[config.mk]
export PLATFORM = sky130hd
export DESIGN_NAME = nlmt_ctrl
export DESIGN_NICKNAME = d
export VERILOG_FILES = /design/src/hw/rtl/nlmt_pkg.sv /design/src/hw/rtl/nlmt_ctrl.sv
export SDC_FILE = /design/constraint.sdc
export NUM_CORES = 1
export LEC_CHECK = 0
export BUFFER_PORTS_ARGS = -buffer_cell sky130_fd_sc_hd__buf_4
export CORE_AREA = 2 2 39 41
export CTS_BUF_LIST = sky130_fd_sc_hd__clkbuf_8 sky130_fd_sc_hd__clkbuf_16
export DETAILED_ROUTE_END_ITERATION = 8
export DIE_AREA = 0 0 41 43
export PLACE_DENSITY = 0.63
export SYNTH_ARGS = -nofsm -noshare
export SYNTH_HDL_FRONTEND = slang
export SYNTH_SLANG_ARGS = --single-unit
[constraint.sdc]
create_clock -name clk -period 3.2 [get_ports clk]
set_clock_uncertainty 0.1 [all_clocks]
set_input_delay 0.16 -clock clk [delete_from_list [all_inputs] [get_ports clk]]
set_output_delay 0.16 -clock clk [all_outputs]
set_load 0.02 [all_outputs]
[src/hw/rtl/nlmt_pkg.sv]
// ----------------------------------------------------------------------------
// nlmt_pkg
// Shared types and constants for the scanned-network table.
// ----------------------------------------------------------------------------
package nlmt_pkg;

  localparam int TABLE_ENTRIES_DEF = 16;
  localparam int NAME_BYTES_DEF    = 32;

  localparam int NAME_WORDS = 4;
  localparam int NAME_W     = NAME_WORDS * 64;
  localparam int LEN_W      = 6;
  localparam int ADDR_W     = 48;
  localparam int QUAL_W     = 8;
  localparam int SEC_W      = 3;
  localparam int SRC_W      = 2;
  localparam int IDX_W      = 4;
  localparam int COUNT_W    = 5;
  localparam int REQ_W      = 2;

  localparam int IN_LEN_LSB  = NAME_W;
  localparam int IN_ADDR_LSB = IN_LEN_LSB + LEN_W;
  localparam int IN_QUAL_LSB = IN_ADDR_LSB + ADDR_W;
  localparam int IN_SEC_LSB  = IN_QUAL_LSB + QUAL_W;
  localparam int IN_SRC_LSB  = IN_SEC_LSB + SEC_W;
  localparam int IN_IDX_LSB  = IN_SRC_LSB + SRC_W;
  localparam int IN_USED_W   = IN_IDX_LSB + IDX_W;
  localparam int IN_DATA_W   = ((IN_USED_W + 7) / 8) * 8;

  localparam int OUT_USED_W  = COUNT_W + NAME_W + LEN_W + ADDR_W + QUAL_W + SEC_W + SRC_W;
  localparam int OUT_DATA_W  = ((OUT_USED_W + 7) / 8) * 8;

  typedef enum logic [REQ_W-1:0] {
    REQ_CLEAR = 2'd0,
    REQ_ADD   = 2'd1,
    REQ_READ  = 2'd2,
    REQ_NONE  = 2'd3
  } req_t;

  typedef struct packed {
    logic [NAME_W-1:0] name;
    logic [LEN_W-1:0]  len;
    logic [ADDR_W-1:0] addr;
    logic [QUAL_W-1:0] qual;
    logic [SEC_W-1:0]  sec;
    logic [SRC_W-1:0]  src;
  } rec_t;

  typedef struct packed {
    logic load;
    logic clr_cnt;
    logic scan_init;
    logic scan;
    logic rd_idx;
    logic merge;
    logic append;
  } cmd_t;

  typedef struct packed {
    req_t req;
    logic len_zero;
    logic idx_ok;
    logic hit;
    logic scan_done;
    logic full;
  } sts_t;

endpackage

[src/hw/rtl/nlmt_ctrl.sv]
// ----------------------------------------------------------------------------
// nlmt_ctrl
// Request sequencer: dispatch, table scan, merge or append, result handoff.
// ----------------------------------------------------------------------------
module nlmt_ctrl
  import nlmt_pkg::*;
(
  input  logic clk,
  input  logic rst_n,
  input  logic in_valid,
  output logic in_ready,
  output logic out_valid,
  input  logic out_ready,
  input  sts_t sts,
  output cmd_t cmd
);

  typedef enum logic [5:0] {
    S_IDLE   = 6'b000001,
    S_DECIDE = 6'b000010,
    S_SCAN   = 6'b000100,
    S_MERGE  = 6'b001000,
    S_APPEND = 6'b010000,
    S_RESP   = 6'b100000
  } state_t;

  state_t state_r, state_nxt;

  always_ff @(posedge clk) begin
    if (!rst_n) begin
      state_r <= S_IDLE;
    end else begin
      state_r <= state_nxt;
    end
  end

  always_comb begin
    state_nxt = state_r;
    cmd       = '0;
    in_ready  = 1'b0;
    out_valid = 1'b0;
    case (state_r)
      S_IDLE: begin
        in_ready = 1'b1;
        if (in_valid) begin
          cmd.load  = 1'b1;
          state_nxt = S_DECIDE;
        end
      end
      S_DECIDE: begin
        state_nxt = S_RESP;
        case (sts.req)
          REQ_CLEAR: begin
            cmd.clr_cnt = 1'b1;
          end
          REQ_ADD: begin
            if (!sts.len_zero) begin
              cmd.scan_init = 1'b1;
              state_nxt     = S_SCAN;
            end
          end
          REQ_READ: begin
            cmd.rd_idx = sts.idx_ok;
          end
          default: begin
            state_nxt = S_RESP;
          end
        endcase
      end
      S_SCAN: begin
        cmd.scan = 1'b1;
        if (sts.hit) begin
          state_nxt = S_MERGE;
        end else if (sts.scan_done) begin
          state_nxt = sts.full ? S_RESP : S_APPEND;
        end
      end
      S_MERGE: begin
        cmd.merge = 1'b1;
        state_nxt = S_RESP;
      end
      S_APPEND: begin
        cmd.append = 1'b1;
        state_nxt  = S_RESP;
      end
      S_RESP: begin
        out_valid = 1'b1;
        if (out_ready) begin
          state_nxt = S_IDLE;
        end
      end
      default: begin
        state_nxt = S_IDLE;
      end
    endcase
  end

endmodule

Word level (Yosys, flattened, before mapping)
Index checks and enable logic that the tools add are counted.
{"block": "totals", "word_cells": 36, "ff_bits": 6, "input_bits": 11, "output_inout_bits": 9}
{"block": "op_classes", "eq_ne": 11, "reduce_logical": 3, "n_mux": 21}
{"cell": "2-to-1 mux 6 bit", "n": 7}
{"cell": "case mux 6 bit (5 select lines)", "n": 1}
{"cell": "2-to-1 mux 1 bit", "n": 12}
{"cell": "equality test 6 x 1 -> 1 bit, second input constant", "n": 1}
{"cell": "equality test 6 x 2 -> 1 bit, second input constant", "n": 1}
{"cell": "equality test 6 x 3 -> 1 bit, second input constant", "n": 1}
{"cell": "equality test 6 x 4 -> 1 bit, second input constant", "n": 1}
{"cell": "equality test 6 x 5 -> 1 bit, second input constant", "n": 1}
{"cell": "equality test 6 bit, second input constant", "n": 1}
{"cell": "inequality test 2 bit, second input constant", "n": 2}
{"cell": "inequality test 3 bit, second input constant", "n": 1}
{"cell": "AND reduction 3 bit", "n": 1}
{"cell": "equality test 2 x 1 -> 1 bit, second input constant", "n": 1}
{"cell": "equality test 2 bit, second input constant", "n": 1}
{"cell": "zero test 2 bit", "n": 1}
{"cell": "2-to-1 mux 2 bit", "n": 1}
{"cell": "OR reduction 2 bit", "n": 1}

Logic depth before layout (Yosys ltp)
{"block": "logic_depth", "depth_word": 4, "ltp_mapped": 6}

Worst setup path before layout
No wires, ideal clock.
{"block": "synth_path", "path_type": "reg-to-output", "start": "register state_r[4]", "end": "output port cmd[2] (netlist name)", "path_slack_ns": 1.210, "required_ns": 2.940, "arrival_time_ns": 1.730, "stages_incl_launch_ff": 5, "n_path_buf": 1, "path_cell_list": "dfxtp_1 > buf_6 > or4_4 > or2_4 > nor3_1"}
{"item": "start, declared", "line_no": "nlmt_ctrl.sv:27", "text": "state_t state_r, state_nxt;"}
{"item": "start signal, assigned", "line_no": "nlmt_ctrl.sv:33", "text": "state_r <= state_nxt;"}
{"item": "end, declared", "line_no": "nlmt_ctrl.sv:15", "text": "output cmd_t cmd"}

==> results.json <==
{
  "grt_pass1_wl_um": 1820,
  "cts_max_level": 1,
  "fill_cells": 136,
  "status": "finished, final reports clean",
  "fmax_ghz": 0.483,
  "synth.top_cell.area_share": 0.272,
  "cts_tree": "built",
  "largest_register_ffs": 6,
  "place_hpwl_um": 846,
  "row_count": 14,
  "total_power_mw": 0.294,
  "period_needed_ns": 2.07,
  "max_slew_margin": 0.732,
  "cts.clk_slew.worst_paths_ns": 0.04,
  "io_pins": 20,
  "post-cts-setup-buffer-count": 0,
  "grt_start_max_net_pins": 9,
  "syn_area_um2": 442,
  "ys_seq_area_frac": 0.272,
  "maxCapViolations": 0,
  "yosys_register_bits": 6,
  "num_antenna_cells": 0,
  "synth_nets": 62,
  "drc_errors": 0,
  "synth_edf_count": 0,
  "setup_slack_ns": 1.13,
  "netlist_instances": 51,
  "synth_area_leaders": "dfxtp_1, nor3b_1, nor3_1",
  "die_x_um": 41,
  "dieArea_um2": 1760,
  "regMostFlops": "state_r",
  "finalSetupTns_ns": 0,
  "p_int_mw": 0.205,
  "hold_slack_ns": 0.0881,
  "wl_per_cell_um": 12.8,
  "post_cts_resized": 0,
  "rsz0062_at_grt": "no",
  "crit_required_ns": 2.94,
  "synth_top_area_cell": "dfxtp_1",
  "leakage_nw": 0.257,
  "r2r_slack_ns": 1.49,
  "initial_utilization": 0.319,
  "cp.arrival_ns": 1.81,
  "ys_warn_count": 0,
  "avgSynthCellArea_um2": 8.66,
  "place_ws_ns": 1.37,
  "async_reset_ff_frac": 0,
  "final_antenna_net_count": 0,
  "grt_usage": 0.154,
  "top_regs": "state_r (6)",
  "cts_buffers": 3,
  "ir_drop_mv": 0.242,
  "regArea_um2": 120,
  "finalHoldViolCount": 0,
  "critPathMaxFanout": 8,
  "io_buffers": 19,
  "drt_iter0_markers": 12,
  "insertion_delay_ns": 0.22,
  "pwr-share-seq": 0.306,
  "root_buffer": "clkbuf_8",
  "final_nets": 84,
  "worstSetupPathType": "reg2out",
  "core_area_um2": 1380,
  "switching_share": 0.302,
  "power_density_nw_per_um2": 466,
  "vias": 469,
  "wl_um": 1120,
  "p_sw_mw": 0.0886,
  "cp-end-kind": "primary output",
  "clock_sinks": 6,
  "via_per_inst": 5.39,
  "p_comb_frac": 0.302,
  "ys.flop_type": "dfxtp_1",
  "grt_overflow_total": 0,
  "fin_crit_sh": 0.647,
  "synth_cell_types": 32,
  "die_h_um": 43,
  "layout-drive-gt1-share": 0.423,
  "multi_input_area_um2": 294,
  "gp_congestion": 0.669,
  "start_kind": "register",
  "clkPwrFrac": 0.392,
  "grt_pass1_vias": 421,
  "setup_viol": 0,
  "hold_buffers": 0,
  "drt_pass1_iterations": 4,
  "timing.final.max_slew_violations": 0,
  "antenna_found_initial": 0,
  "syn2layout_area_growth_pct": 42.5,
  "worst_pin_slew_ns": 0.392,
  "min_path_type": "in2reg",
  "clockBufferDepth": 2
}
-- final timing paths --
kind / from / end / cells after the start
hold reg to reg: state_r[5] / state_r[1] / 1
setup reg to reg: state_r[3] / state_r[5] / 4
hold / removal: sts[2] / state_r[3] / 2
setup / recovery: state_r[3] / cmd[2] / 4
-- worst max-delay path: stages, from the launching register on --
cell     delay [ns]
dfxtp_1        0.36
or4_4          0.60
or2_4          0.29
nor3_1         0.17
buf_4          0.17
-- layout make-up --
cell class	instances	area share
inverters	3	0.0179
clock buffers	3	0.0656
repair buffers	19	0.227
flip-flops and latches	6	0.191
well taps	16	0.0318
multi-input cells	40	0.467
-- metal layers --
layer | track usage | wire length (um) | vias to the layer above
met1 | 0.194 | 475 | 218
met2 | 0.216 | 556 | 13
met4 | 0.100 | 29 | 0
met3 | 0.0471 | 54 | 2
li1 | - | - | 236
met5 | 0 | 0 | -
-- Yosys cell counts (all sizes together), types with 2 or more instances --
master,n
nor3b,3
nor4,3
buf,2
xnor2,2
nor2b,2
a21oi,2
nand2b,2
dfxtp,6
nor2,3
o21ai,2
or4,3
inv,3
nor3,4
-- power by group through the flow --
stage / Sequential, mW / Clock, mW / Combinational, mW
2_1_floorplan: 0.0882 / 0 / 0.0600
3_3_place_gp: 0.0908 / 0 / 0.0875
3_5_place_dp: 0.0907 / 0 / 0.0877
4_1_cts: 0.0898 / 0.115 / 0.0885
5_1_grt: 0.0908 / 0.123 / 0.0961
6_report: 0.0898 / 0.115 / 0.0887
-- through the flow --
step                instances   util  cell area (um2)
detailed placement         84  0.425              588
finish                     87  0.455              629
CTS                        87  0.455              629
global route               87  0.455              629
floorplan                  51      -              442
global placement           84  0.425              588
-- kinds of logic after synthesis --
kind of cell / count (synthesis) / synth area share
compound gates: 11 / 0.207
xor+xnor: 2 / 0.0397
buf+inv: 5 / 0.0623
flops: 6 / 0.272
simple gates: 27 / 0.419
-- placed cells by master, fill, tap and decap left out --
master / n
buf_4: 19
dfxtp_1: 6
nor3_1: 4
inv_1: 3
nor3b_1: 3
nor2_1: 3
nor4_1: 3
clkbuf_8: 3
nand2b_1: 2
xnor2_1: 2
a21oi_1: 2
or4_1: 1
or4_2: 1
or4_4: 1
or2b_1: 1
or2_4: 1
nor2b_4: 1
nand2_1: 1
or3b_2: 1
o21ai_0: 1
a2111oi_0: 1
o311ai_1: 1
nand3b_1: 1
o21a_1: 1
nor2b_1: 1
a2bb2oi_1: 1
o21ai_2: 1
o32ai_2: 1
o31ai_1: 1
and4b_1: 1
and3_1: 1
o21ba_2: 1
Note: power is estimated with default switching activity, not from simulation.
